### config.mk
export PLATFORM = sky130hd
export DESIGN_NAME = tx_queue_retry_scheduler
export DESIGN_NICKNAME = d
export VERILOG_FILES = /design/src/rtl/core/tqrs_pkg.sv /design/src/rtl/core/tx_queue_retry_scheduler.sv /design/src/rtl/core/tqrs_fifo.sv /design/src/rtl/core/tqrs_sched.sv
export SDC_FILE = /design/constraint.sdc
export NUM_CORES = 2
export LEC_CHECK = 0
export BUFFER_PORTS_ARGS = -buffer_cell sky130_fd_sc_hd__clkbuf_2
export CORE_MARGIN = 2
export CORE_UTILIZATION = 39
export CTS_CLUSTER_DIAMETER = 30
export DETAILED_ROUTE_END_ITERATION = 16
export SLEW_MARGIN = 0
export SYNTH_ARGS = -nofsm -noshare
export SYNTH_HDL_FRONTEND = slang
export SYNTH_HIERARCHICAL = 1
export SYNTH_SLANG_ARGS = --single-unit
### constraint.sdc
create_clock -name aclk -period 9.6 [get_ports aclk]
set_input_delay 1.92 -clock aclk [delete_from_list [all_inputs] [get_ports aclk]]
set_output_delay 1.92 -clock aclk [all_outputs]
set_load 0.05 [all_outputs]
### src/rtl/core/tqrs_pkg.sv
// Types and constants shared by the transmit queue retry scheduler.
// No dependencies.
package tqrs_pkg;

    localparam int COPY_BYTES   = 256;
    localparam int COPY_OFF_W   = 8;
    localparam int COPY_USED_W  = 9;
    localparam int HANDLE_W     = 16;
    localparam int LENGTH_W     = 8;
    localparam int LIMIT_W      = 8;
    localparam int OP_W         = 2;

    localparam logic [LIMIT_W-1:0] RETRY_LIMIT_RESET = 8'd6;
    localparam logic [LIMIT_W-1:0] RETRY_COUNT_MAX   = 8'd255;

    localparam logic [OP_W-1:0] OP_ENQ_REF  = 2'd0;
    localparam logic [OP_W-1:0] OP_ENQ_COPY = 2'd1;
    localparam logic [OP_W-1:0] OP_CONFIRM  = 2'd2;
    localparam logic [OP_W-1:0] OP_TIMER    = 2'd3;

    localparam logic SRC_REF  = 1'b0;
    localparam logic SRC_COPY = 1'b1;

    typedef struct packed {
        logic [OP_W-1:0]     operation;
        logic [HANDLE_W-1:0] message_handle;
        logic [LENGTH_W-1:0] message_length;
        logic                confirm_ok;
    } item_t;

    typedef struct packed {
        logic                  accepted;
        logic [COPY_OFF_W-1:0] write_offset;
        logic                  send_valid;
        logic                  send_source;
        logic [HANDLE_W-1:0]   send_handle;
        logic [LENGTH_W-1:0]   send_length;
        logic                  start_retry_timer;
        logic                  dropped;
    } res_t;

    typedef struct packed {
        logic push;
        logic pop;
    } fifo_ctrl_t;

    typedef struct packed {
        logic empty;
        logic full;
    } fifo_stat_t;

endpackage

### src/rtl/core/tx_queue_retry_scheduler.sv
// Transmit queue retry scheduler, top level: input stage, reference and
// copy-length queues, send scheduler and result register.
// Depends on tqrs_pkg, tqrs_fifo and tqrs_sched.
//
// Usage: each s_ transaction carries one event (enqueue reference, enqueue
// copy, send confirmation, retry timer expiry) and yields exactly one m_
// transaction describing acceptance, copy ring offset, the send request if
// any, a retry timer request and a drop flag. Only one send is outstanding;
// the reference queue is served before the copy ring.
// The cfg_ channel writes retry_limit; cfg_ready is always high. Write it
// only while no event is in flight.
// An event passes the input register, then the result register, before m_valid
// rises. Throughput: one event per cycle while the receiver does not stall, set
// by the single pass through the scheduler logic between those registers.
// Reset (aresetn low, synchronous) empties both queues, clears the copy
// ring accounting and the current send, and sets retry_limit to 6.
// When the receiver stalls, the result is held and the input register
// still takes one more event; after that s_ready drops until m_ready.
module tx_queue_retry_scheduler
    import tqrs_pkg::*;
#(
    parameter int REF_DEPTH      = 64,
    parameter int COPY_MSG_DEPTH = 64
) (
    input  logic                  aclk,
    input  logic                  aresetn,
    input  logic                  s_valid,
    output logic                  s_ready,
    input  logic [OP_W-1:0]       s_operation,
    input  logic [HANDLE_W-1:0]   s_message_handle,
    input  logic [LENGTH_W-1:0]   s_message_length,
    input  logic                  s_confirm_ok,
    output logic                  m_valid,
    input  logic                  m_ready,
    output logic                  m_accepted,
    output logic [COPY_OFF_W-1:0] m_write_offset,
    output logic                  m_send_valid,
    output logic                  m_send_source,
    output logic [HANDLE_W-1:0]   m_send_handle,
    output logic [LENGTH_W-1:0]   m_send_length,
    output logic                  m_start_retry_timer,
    output logic                  m_dropped,
    input  logic                  cfg_valid,
    output logic                  cfg_ready,
    input  logic [LIMIT_W-1:0]    cfg_retry_limit
);

    logic       in_valid_reg;
    item_t      in_item_reg;
    logic       m_valid_reg;
    res_t       m_res_reg;
    logic       advance;
    res_t       res;
    fifo_ctrl_t ref_ctrl;
    fifo_ctrl_t copy_ctrl;
    fifo_stat_t ref_stat;
    fifo_stat_t copy_stat;
    logic [HANDLE_W+LENGTH_W-1:0] ref_head;
    logic [LENGTH_W-1:0]          copy_head;

    assign advance   = in_valid_reg && (!m_valid_reg || m_ready);
    assign s_ready   = !in_valid_reg || advance;
    assign cfg_ready = 1'b1;

    always_ff @(posedge aclk) begin
        if (!aresetn) begin
            in_valid_reg <= 1'b0;
        end else if (s_ready) begin
            in_valid_reg <= s_valid;
        end
    end

    always_ff @(posedge aclk) begin
        if (s_valid && s_ready) begin
            in_item_reg.operation      <= s_operation;
            in_item_reg.message_handle <= s_message_handle;
            in_item_reg.message_length <= s_message_length;
            in_item_reg.confirm_ok     <= s_confirm_ok;
        end
    end

    tqrs_fifo #(
        .DEPTH (REF_DEPTH),
        .WIDTH (HANDLE_W + LENGTH_W)
    ) u_ref_fifo (
        .aclk      (aclk),
        .aresetn   (aresetn),
        .ctrl      (ref_ctrl),
        .wdata     ({in_item_reg.message_handle, in_item_reg.message_length}),
        .head_data (ref_head),
        .stat      (ref_stat)
    );

    tqrs_fifo #(
        .DEPTH (COPY_MSG_DEPTH),
        .WIDTH (LENGTH_W)
    ) u_copy_fifo (
        .aclk      (aclk),
        .aresetn   (aresetn),
        .ctrl      (copy_ctrl),
        .wdata     (in_item_reg.message_length),
        .head_data (copy_head),
        .stat      (copy_stat)
    );

    tqrs_sched u_sched (
        .aclk      (aclk),
        .aresetn   (aresetn),
        .fire      (advance),
        .item      (in_item_reg),
        .ref_head  (ref_head),
        .ref_stat  (ref_stat),
        .copy_head (copy_head),
        .copy_stat (copy_stat),
        .cfg_fire  (cfg_valid && cfg_ready),
        .cfg_data  (cfg_retry_limit),
        .ref_ctrl  (ref_ctrl),
        .copy_ctrl (copy_ctrl),
        .res       (res)
    );

    always_ff @(posedge aclk) begin
        if (!aresetn) begin
            m_valid_reg <= 1'b0;
        end else if (advance) begin
            m_valid_reg <= 1'b1;
        end else if (m_ready) begin
            m_valid_reg <= 1'b0;
        end
    end

    always_ff @(posedge aclk) begin
        if (advance) begin
            m_res_reg <= res;
        end
    end

    assign m_valid             = m_valid_reg;
    assign m_accepted          = m_res_reg.accepted;
    assign m_write_offset      = m_res_reg.write_offset;
    assign m_send_valid        = m_res_reg.send_valid;
    assign m_send_source       = m_res_reg.send_source;
    assign m_send_handle       = m_res_reg.send_handle;
    assign m_send_length       = m_res_reg.send_length;
    assign m_start_retry_timer = m_res_reg.start_retry_timer;
    assign m_dropped           = m_res_reg.dropped;

endmodule

### src/rtl/core/tqrs_fifo.sv
// Descriptor queue: memory with one write and one registered read port,
// head entry prefetched every cycle. Depends on tqrs_pkg.
module tqrs_fifo
    import tqrs_pkg::*;
#(
    parameter int DEPTH = 64,
    parameter int WIDTH = 24
) (
    input  logic             aclk,
    input  logic             aresetn,
    input  fifo_ctrl_t       ctrl,
    input  logic [WIDTH-1:0] wdata,
    output logic [WIDTH-1:0] head_data,
    output fifo_stat_t       stat
);

    localparam int PTR_W = (DEPTH > 1) ? $clog2(DEPTH) : 1;
    localparam int CNT_W = $clog2(DEPTH + 1);
    localparam logic [PTR_W-1:0] PTR_LAST = PTR_W'(DEPTH - 1);
    localparam logic [CNT_W-1:0] CNT_FULL = CNT_W'(DEPTH);

    logic [WIDTH-1:0] mem [DEPTH];
    logic [PTR_W-1:0] wr_ptr_reg, wr_ptr_next;
    logic [PTR_W-1:0] rd_ptr_reg, rd_ptr_next;
    logic [CNT_W-1:0] count_reg, count_next;
    logic [WIDTH-1:0] rd_data_reg;

    always_comb begin
        wr_ptr_next = wr_ptr_reg;
        rd_ptr_next = rd_ptr_reg;
        count_next  = count_reg;
        if (ctrl.push) begin
            wr_ptr_next = (wr_ptr_reg == PTR_LAST) ? '0 : wr_ptr_reg + 1'b1;
        end
        if (ctrl.pop) begin
            rd_ptr_next = (rd_ptr_reg == PTR_LAST) ? '0 : rd_ptr_reg + 1'b1;
        end
        if (ctrl.push && !ctrl.pop) begin
            count_next = count_reg + 1'b1;
        end else if (ctrl.pop && !ctrl.push) begin
            count_next = count_reg - 1'b1;
        end
    end

    always_ff @(posedge aclk) begin
        if (!aresetn) begin
            wr_ptr_reg <= '0;
            rd_ptr_reg <= '0;
            count_reg  <= '0;
        end else begin
            wr_ptr_reg <= wr_ptr_next;
            rd_ptr_reg <= rd_ptr_next;
            count_reg  <= count_next;
        end
    end

    always_ff @(posedge aclk) begin
        if (ctrl.push) begin
            mem[wr_ptr_reg] <= wdata;
        end
        if (ctrl.push && (wr_ptr_reg == rd_ptr_next)) begin
            rd_data_reg <= wdata;
        end else begin
            rd_data_reg <= mem[rd_ptr_next];
        end
    end

    assign head_data  = rd_data_reg;
    assign stat.empty = (count_reg == '0);
    assign stat.full  = (count_reg == CNT_FULL);

endmodule

### src/rtl/core/tqrs_sched.sv
// Send scheduler: current descriptor, retry counting, copy ring accounting
// and the result of each transaction. Depends on tqrs_pkg.
module tqrs_sched
    import tqrs_pkg::*;
(
    input  logic                       aclk,
    input  logic                       aresetn,
    input  logic                       fire,
    input  item_t                      item,
    input  logic [HANDLE_W+LENGTH_W-1:0] ref_head,
    input  fifo_stat_t                 ref_stat,
    input  logic [LENGTH_W-1:0]        copy_head,
    input  fifo_stat_t                 copy_stat,
    input  logic                       cfg_fire,
    input  logic [LIMIT_W-1:0]         cfg_data,
    output fifo_ctrl_t                 ref_ctrl,
    output fifo_ctrl_t                 copy_ctrl,
    output res_t                       res
);

    logic                   waiting_reg, waiting_next;
    logic [LIMIT_W-1:0]     retry_reg, retry_next;
    logic                   src_reg, src_next;
    logic [HANDLE_W-1:0]    handle_reg, handle_next;
    logic [LENGTH_W-1:0]    length_reg, length_next;
    logic [COPY_OFF_W-1:0]  copy_start_reg, copy_start_next;
    logic [COPY_OFF_W-1:0]  copy_end_reg, copy_end_next;
    logic [COPY_USED_W-1:0] copy_used_reg, copy_used_next;
    logic [LIMIT_W-1:0]     limit_reg;

    logic                   len_ok;
    logic                   copy_fits;
    logic                   finish;
    logic                   try_send;
    logic [LIMIT_W-1:0]     retry_inc;
    logic [COPY_USED_W-1:0] cur_len_w;
    logic                   ref_avail;
    logic                   copy_avail;
    logic [HANDLE_W-1:0]    ref_handle_sel;
    logic [LENGTH_W-1:0]    ref_length_sel;
    logic [LENGTH_W-1:0]    copy_length_sel;

    always_comb begin
        len_ok    = (item.message_length != '0);
        copy_fits = (copy_used_reg + {1'b0, item.message_length})
                    <= COPY_USED_W'(COPY_BYTES);
        retry_inc = (retry_reg == RETRY_COUNT_MAX) ? retry_reg : retry_reg + 1'b1;
        cur_len_w = {1'b0, length_reg};

        res             = '0;
        ref_ctrl        = '0;
        copy_ctrl       = '0;
        finish          = 1'b0;
        try_send        = 1'b0;
        waiting_next    = waiting_reg;
        retry_next      = retry_reg;
        src_next        = src_reg;
        handle_next     = handle_reg;
        length_next     = length_reg;
        copy_start_next = copy_start_reg;
        copy_end_next   = copy_end_reg;
        copy_used_next  = copy_used_reg;

        unique case (item.operation)
            OP_ENQ_REF: begin
                if (len_ok && !ref_stat.full) begin
                    res.accepted  = 1'b1;
                    ref_ctrl.push = 1'b1;
                    try_send      = 1'b1;
                end
            end
            OP_ENQ_COPY: begin
                if (len_ok && !copy_stat.full && copy_fits) begin
                    res.accepted     = 1'b1;
                    res.write_offset = copy_end_reg;
                    copy_end_next    = copy_end_reg + item.message_length;
                    copy_used_next   = copy_used_reg + {1'b0, item.message_length};
                    copy_ctrl.push   = 1'b1;
                    try_send         = 1'b1;
                end
            end
            OP_CONFIRM: begin
                if (waiting_reg) begin
                    if (item.confirm_ok) begin
                        finish   = 1'b1;
                        try_send = 1'b1;
                    end else if (retry_inc >= limit_reg) begin
                        finish      = 1'b1;
                        res.dropped = 1'b1;
                        try_send    = 1'b1;
                    end else begin
                        retry_next            = retry_inc;
                        res.start_retry_timer = 1'b1;
                    end
                end
            end
            OP_TIMER: begin
                if (waiting_reg) begin
                    res.send_valid  = 1'b1;
                    res.send_source = src_reg;
                    res.send_handle = handle_reg;
                    res.send_length = length_reg;
                end
            end
        endcase

        if (finish) begin
            if (src_reg == SRC_COPY) begin
                copy_used_next = (copy_used_reg >= cur_len_w) ? copy_used_reg - cur_len_w : '0;
            end
            waiting_next = 1'b0;
            retry_next   = '0;
        end

        ref_avail       = ref_ctrl.push || !ref_stat.empty;
        copy_avail      = copy_ctrl.push || !copy_stat.empty;
        ref_handle_sel  = ref_stat.empty ? item.message_handle : ref_head[HANDLE_W+LENGTH_W-1:LENGTH_W];
        ref_length_sel  = ref_stat.empty ? item.message_length : ref_head[LENGTH_W-1:0];
        copy_length_sel = copy_stat.empty ? item.message_length : copy_head;

        if (try_send && (finish || !waiting_reg) && (ref_avail || copy_avail)) begin
            if (ref_avail) begin
                ref_ctrl.pop = 1'b1;
                src_next     = SRC_REF;
                handle_next  = ref_handle_sel;
                length_next  = ref_length_sel;
            end else begin
                copy_ctrl.pop   = 1'b1;
                src_next        = SRC_COPY;
                handle_next     = {{(HANDLE_W-COPY_OFF_W){1'b0}}, copy_start_reg};
                length_next     = copy_length_sel;
                copy_start_next = copy_start_reg + copy_length_sel;
            end
            waiting_next    = 1'b1;
            retry_next      = '0;
            res.send_valid  = 1'b1;
            res.send_source = src_next;
            res.send_handle = handle_next;
            res.send_length = length_next;
        end

        if (!fire) begin
            ref_ctrl  = '0;
            copy_ctrl = '0;
        end
    end

    always_ff @(posedge aclk) begin
        if (!aresetn) begin
            waiting_reg    <= 1'b0;
            retry_reg      <= '0;
            src_reg        <= SRC_REF;
            handle_reg     <= '0;
            length_reg     <= '0;
            copy_start_reg <= '0;
            copy_end_reg   <= '0;
            copy_used_reg  <= '0;
        end else if (fire) begin
            waiting_reg    <= waiting_next;
            retry_reg      <= retry_next;
            src_reg        <= src_next;
            handle_reg     <= handle_next;
            length_reg     <= length_next;
            copy_start_reg <= copy_start_next;
            copy_end_reg   <= copy_end_next;
            copy_used_reg  <= copy_used_next;
        end
    end

    always_ff @(posedge aclk) begin
        if (!aresetn) begin
            limit_reg <= RETRY_LIMIT_RESET;
        end else if (cfg_fire) begin
            limit_reg <= cfg_data;
        end
    end

endmodule

After elaboration in Yosys (flattened, before gate mapping)
Memory sizes are Yosys's and may differ from the RTL's. A register that Yosys moved wholly into a read port is not among the register bits.
Index checks and enable logic that the tools add are counted.
- bits in registers: 171
- bits in writable memories: 2048
- word-level logic and storage cells: 163
- memories kept: 2
- memories (memory ; words ; bits a word ; rd ports ; clocked after Yosys merged registers in ; write ports ; line ; source):
    u_ref_fifo.mem ; 64 ; 24 ; 1 ; 1 ; 1 ; tqrs_fifo.sv:22 ; logic [WIDTH-1:0] mem [DEPTH];
    u_copy_fifo.mem ; 64 ; 8 ; 1 ; 1 ; 1 ; tqrs_fifo.sv:22 ;
- eq/ne operators: 12
- muxes and demuxes: 56
- reduce and logical (&&, ||, !) cells: 45
- $add $sub $neg: 13
- $lt $le $gt $ge: 3
- bitwise operators: 3
- operators by type and width (kind ; count):
    $mux 8 ; 10
    $mux 9 ; 6
    $mux 26 ; 2
    $mux 6 ; 6
    $mux 16 ; 2
    $mux 7 ; 4
    $mux 25 ; 1
    $add 6x1->6 const B ; 4
    $eq 6x6->1 const B ; 4
    $mux 1 ; 21
    $add 8x8->8 ; 2
    $add 7x1->7 const B ; 2
    $eq 7x7->1 const B ; 2
    $logic_not 7->1 ; 2
    $sub 7x1->7 const B ; 2
    $logic_and 1x1->1 ; 11
    $logic_not 1->1 ; 11
    $add 9x8->9 ; 1
    $ge 9x8->1 ; 1
    $le 9x9->1 const B ; 1
    $sub 9x8->9 ; 1
    $add 8x1->8 const B ; 1
    $eq 8x8->1 const B ; 1
    $ge 8x8->1 ; 1
    other kinds (17) ; 33

Logic depth before layout (Yosys ltp)
- depth in word-level cells: 16
- gate-level depth with buffers: 24
- mapped depth without buffers: 23

Hierarchy
The synthesis kept the hierarchy.
- modules (own cells, without submodules) (module ; seq. area each (um2) ; times used ; cells each ; area an instance (um2)):
    tqrs_fifo (u_ref_fifo) ; 46624.7 ; 1 ; 2872 ; 60375.4
    tqrs_fifo (u_copy_fifo) ; 15875.2 ; 1 ; 1067 ; 21080.2
    tqrs_sched ; 1341.3 ; 1 ; 712 ; 5794.3
    tx_queue_retry_scheduler ; 1961.9 ; 1 ; 75 ; 2037.0

Worst setup path before layout
No wires, ideal clock.
- kind: in2reg
- from: input port m_ready
- to: memory u_ref_fifo.mem[40][0], enable pin
- arrival: 7.030 ns
- stages: 11
- setup time: 0.435 ns
- slack: 2.135 ns
- cells stage by stage: nor2b_4 -> nor2b_1 -> clkbuf_1 -> clkbuf_1 -> clkbuf_1 -> and2_1 -> buf_1 -> nand2_1 -> nor2_1 -> nand2_1 -> nor3_1
- RTL lines (what ; line ; source):
    start, declared ; tx_queue_retry_scheduler.sv:34 ; input logic m_ready,
    end, declared ; tqrs_fifo.sv:22 ;

==> flow_summary.json <==
{
  "place.port_buffers": 78,
  "grt_start_max_net_pins": 133,
  "internal_power_contribution_mw": 20.66,
  "critical_path_required_ns": 10.42,
  "cts.sinks": 2231,
  "seq_power_share": 0.408,
  "data_arrival_critical_path_ns": 6.96,
  "total_wirelength_microns": 233600,
  "drt_first_pass_iters": 6,
  "p_switching_mw": 5.715,
  "largest_family_of_logic_cells_by_synthesized_area": "multiplexers",
  "cts_max_level": 5,
  "vdd.ir_drop.worst_mv": 0.1517,
  "worst_r2r_path_depth": 23,
  "vias_per_cell": 5.665,
  "yosys_most_used_dff": "sky130_fd_sc_hd__edfxtp_1",
  "clock_insertion_delay_worst_skew_ns": 0.99,
  "cts_hold_repair.buffers": 0,
  "total_nets_after_synthesis": 4827,
  "setup_tns_ns": 0,
  "tightestPinTransition_ns": 1.270,
  "cts.reportedPaths.clkPinSlew_ns": 0.05,
  "netlist_instances": 4726,
  "yosys_warnings": 6,
  "min_period_over_period": 0.6405,
  "power_frac_comb": 0.044,
  "detailed_placement_hpwl_microns": 136200,
  "fin_skew_ns": 0.1116,
  "initial_core_util": 0.3925,
  "worst_setup_path_endpoint": "u_ref_fifo/count_reg[5]$_SDFFE_PN0P_",
  "compound_cell_area_share_of_the_yosys_netlist": 0.04411,
  "rows": 175,
  "final.min_clock_period_ns": 6.148,
  "max_cap_violations": 0,
  "cts_setup_buffers": 0,
  "postSynthRegisterBits": 2231,
  "yosys.area_share.simple": 0.04619,
  "seq_area_frac_synth": 0.7370,
  "synth-edff-count": 2112,
  "grt_antenna_before_repair": 11,
  "max_freq_mhz": 162.6,
  "cp-end-kind": "register",
  "ant_nets": 0,
  "gp_congestion": 0.8700,
  "cts.path.max_buffers": 4,
  "placed_area_sq_mm": 0.09361,
  "post_drt_wl_per_cell_microns": 27.52,
  "synthXorXnorAreaFrac": 0.004680,
  "tritoncts": "yes",
  "synth.cell_area_sq_mm": 0.08929,
  "grt_pass1_wl_microns": 336700,
  "slew_limit_fails": 0,
  "io-pin-count": 80,
  "leakage_nw": 33.98,
  "setup_viol": 0,
  "die-width_microns": 482.5,
  "grt_resource_usage_total": 0.1984,
  "ctsResizeCount": 0,
  "rsz_0062_raised_after_global_routing": "no",
  "postSynth.asyncResetShare": 0,
  "run_status": "complete, no violations",
  "coreArea_sq_mm": 0.2275,
  "power_per_cell_area_mw_per_mm2": 244.8,
  "netSwitchingFraction": 0.2167,
  "finalHoldWorstSlack_ns": 0.4582,
  "nNetsFinal": 5226,
  "cts_made_buffers": 428,
  "power.total_mw": 26.37,
  "worstHoldPathType": "register to register",
  "die_h_microns": 482.5,
  "r2r_setup_slack_ns": 3.45,
  "nFillCells": 18763,
  "postLayoutCellArea_sq_mm": 0.1077,
  "post_synth_mux_area_share": 0.1418,
  "timing.rr.start": "u_sched/retry_reg[0]$_SDFFE_PN0P_",
  "syn-mean-instance-area_sq_um": 18.89,
  "grt_overflow": 0,
  "crit_path_launch_type": "register",
  "grt_pass1_vias": 47618,
  "reg2reg_to": "u_ref_fifo/count_reg[5]$_SDFFE_PN0P_",
  "die_area_sq_mm": 0.2328,
  "ctsRootBufferMaster": "sky130_fd_sc_hd__clkbuf_16",
  "timing.max_slew.rel_slack": 0.1465,
  "cp_max_fo": 27,
  "adder_and_majority_cell_fraction_of_the_synthesized_area": 0.009053,
  "detailroute.via_count": 48075,
  "drt_drc_violations_left": 0,
  "critPathKind": "register to register",
  "synth.lib_cells_used.distinct": 97,
  "area_growth_from_synthesis_to_final_layout_pct": 20.68,
  "crit_path_start": "u_sched/retry_reg[0]$_SDFFE_PN0P_",
  "drt_iter0_drc": 5523,
  "hold_violations_final": 0,
  "power_frac_clock": 0.548,
  "drive_above_1_share": 0.2681,
  "largest_register_ffs": 1536
}
Yosys cell counts, types with 51 or more instances:
| master | n | area (sq um) |
|---|---|---|
| sky130_fd_sc_hd__mux2i_1 | 264 | 2643 |
| sky130_fd_sc_hd__a22oi_1 | 140 | 1051 |
| sky130_fd_sc_hd__nand3_1 | 51 | 255.2 |
| sky130_fd_sc_hd__clkbuf_1 | 115 | 431.7 |
| sky130_fd_sc_hd__nor2b_1 | 79 | 494.2 |
| sky130_fd_sc_hd__ha_1 | 55 | 688.2 |
| sky130_fd_sc_hd__mux4_2 | 421 | 9482 |
| sky130_fd_sc_hd__edfxtp_1 | 2112 | 63420 |
| sky130_fd_sc_hd__nand2_1 | 193 | 724.4 |
| sky130_fd_sc_hd__o21ai_0 | 100 | 500.5 |
| sky130_fd_sc_hd__buf_2 | 77 | 385.4 |
| sky130_fd_sc_hd__inv_1 | 59 | 221.5 |
| sky130_fd_sc_hd__nor2_1 | 212 | 795.8 |
| sky130_fd_sc_hd__dfxtp_1 | 119 | 2382 |
cells by family after synthesis:
logic type	Yosys count
AOI/OAI and AO/OA	540
xor gates and xnor gates	46
adders and majority gates	61
buffers and inverters	320
DFF	2231
muxes	722
other	1
and+or+nand+nor	805
routing by layer:
| metal | GRT usage | part of all wire | vias up |
|---|---|---|---|
| li1 | - | - | 20256 |
| met1 | 0.2851 | 0.43 | 25292 |
| met2 | 0.3011 | 0.46 | 2177 |
| met3 | 0.04638 | 0.089 | 350 |
| met4 | 0.05878 | 0.023 | 0 |
| met5 | 0 | 0 | - |
through the flow:
| step | setup WS [ns] | utilization | std cells |
|---|---|---|---|
| after global placement | 3.685 | 0.4115 | 7704 |
| after detailed placement | 3.591 | 0.4115 | 7704 |
| after CTS | 3.527 | 0.4735 | 8478 |
| after global routing | 3.213 | 0.4736 | 8480 |
| after floorplan | 2.135 | - | 4726 |
| final | 3.452 | 0.4736 | 8486 |
cells in the final DEF, fill, tap and decap left out, types with 41 or more instances in the layout:
cell,n
sky130_fd_sc_hd__edfxtp_1,2112
sky130_fd_sc_hd__clkbuf_16,432
sky130_fd_sc_hd__mux4_2,421
sky130_fd_sc_hd__mux2i_1,264
sky130_fd_sc_hd__nand2_1,193
sky130_fd_sc_hd__nor2_1,151
sky130_fd_sc_hd__buf_4,147
sky130_fd_sc_hd__a22oi_1,140
sky130_fd_sc_hd__dfxtp_1,111
sky130_fd_sc_hd__o21ai_0,100
sky130_fd_sc_hd__nor2b_1,78
sky130_fd_sc_hd__clkbuf_2,77
sky130_fd_sc_hd__inv_1,59
sky130_fd_sc_hd__nor2_2,58
sky130_fd_sc_hd__clkinv_2,57
sky130_fd_sc_hd__clkinv_1,55
sky130_fd_sc_hd__ha_1,55
sky130_fd_sc_hd__clkbuf_1,53
sky130_fd_sc_hd__nand3_1,51
sky130_fd_sc_hd__a21oi_1,49
sky130_fd_sc_hd__nand4_1,49
sky130_fd_sc_hd__a211oi_1,48
sky130_fd_sc_hd__bufinv_16,47
sky130_fd_sc_hd__clkinvlp_4,45
sky130_fd_sc_hd__nor3_1,41
worst max-delay path, stage by stage, from the launching register on:
cell,delay [ns]
sky130_fd_sc_hd__dfxtp_1,0.46
sky130_fd_sc_hd__ha_1,0.21
sky130_fd_sc_hd__and2_1,0.21
sky130_fd_sc_hd__nand3_1,0.27
sky130_fd_sc_hd__nand4_1,0.23
sky130_fd_sc_hd__nor2_1,0.08
sky130_fd_sc_hd__xor2_1,0.16
sky130_fd_sc_hd__ha_1,0.30
sky130_fd_sc_hd__and4_1,0.24
sky130_fd_sc_hd__a311oi_4,0.15
sky130_fd_sc_hd__a21oi_2,0.35
sky130_fd_sc_hd__a221o_1,0.30
sky130_fd_sc_hd__o21ai_2,0.08
sky130_fd_sc_hd__buf_4,0.23
sky130_fd_sc_hd__nor3_1,0.72
sky130_fd_sc_hd__inv_1,0.12
sky130_fd_sc_hd__ha_1,0.27
sky130_fd_sc_hd__inv_1,0.21
sky130_fd_sc_hd__ha_1,0.28
sky130_fd_sc_hd__a21o_1,0.18
sky130_fd_sc_hd__a21o_1,0.19
sky130_fd_sc_hd__a21oi_1,0.21
sky130_fd_sc_hd__nor3_1,0.08
sky130_fd_sc_hd__or3b_2,0.44
layout make-up:
cell class | instances | area [sq um] | share of cell area
Clock inverter | 283 | 3028 | 0.02810
Timing Repair Buffer | 230 | 1609 | 0.01493
Clock buffer | 491 | 11090 | 0.1029
Inverter | 59 | 221.5 | 0.002055
Tap cell | 3009 | 3765 | 0.03494
Sequential cell | 2231 | 65830 | 0.6109
Antenna cell | 8 | 20.02 | 0.0001858
Multi-Input combinational cell | 2175 | 22190 | 0.2059
power by group through the flow:
stage	Combinational, mW	Clock, mW	Sequential (mW)
after CTS	1.16	14.6	10.8
final	1.16	14.5	10.8
after global routing	1.24	15.1	10.7
after global placement	1.15	0	10.9
after floorplan	0.672	0	11.0
after detailed placement	1.16	0	10.9
how the worst min path moves through the flow:
stage / startpoint / end / slack, ns / cells after the start
after floorplan: u_sched/handle_reg[0]$_SDFFE_PN0P_ / u_sched/handle_reg[0]$_SDFFE_PN0P_ / 0.43 / 2
after global placement: u_sched/handle_reg[0]$_SDFFE_PN0P_ / u_sched/handle_reg[0]$_SDFFE_PN0P_ / 0.44 / 2
after detailed placement: u_sched/handle_reg[13]$_SDFFE_PN0P_ / u_sched/handle_reg[13]$_SDFFE_PN0P_ / 0.45 / 2
after CTS: u_sched/handle_reg[13]$_SDFFE_PN0P_ / u_sched/handle_reg[13]$_SDFFE_PN0P_ / 0.46 / 2
after global routing: u_sched/handle_reg[13]$_SDFFE_PN0P_ / u_sched/handle_reg[13]$_SDFFE_PN0P_ / 0.48 / 2
final: u_sched/handle_reg[1]$_SDFFE_PN0P_ / u_sched/handle_reg[1]$_SDFFE_PN0P_ / 0.46 / 2
Note: power is estimated with default switching activity, not from simulation.
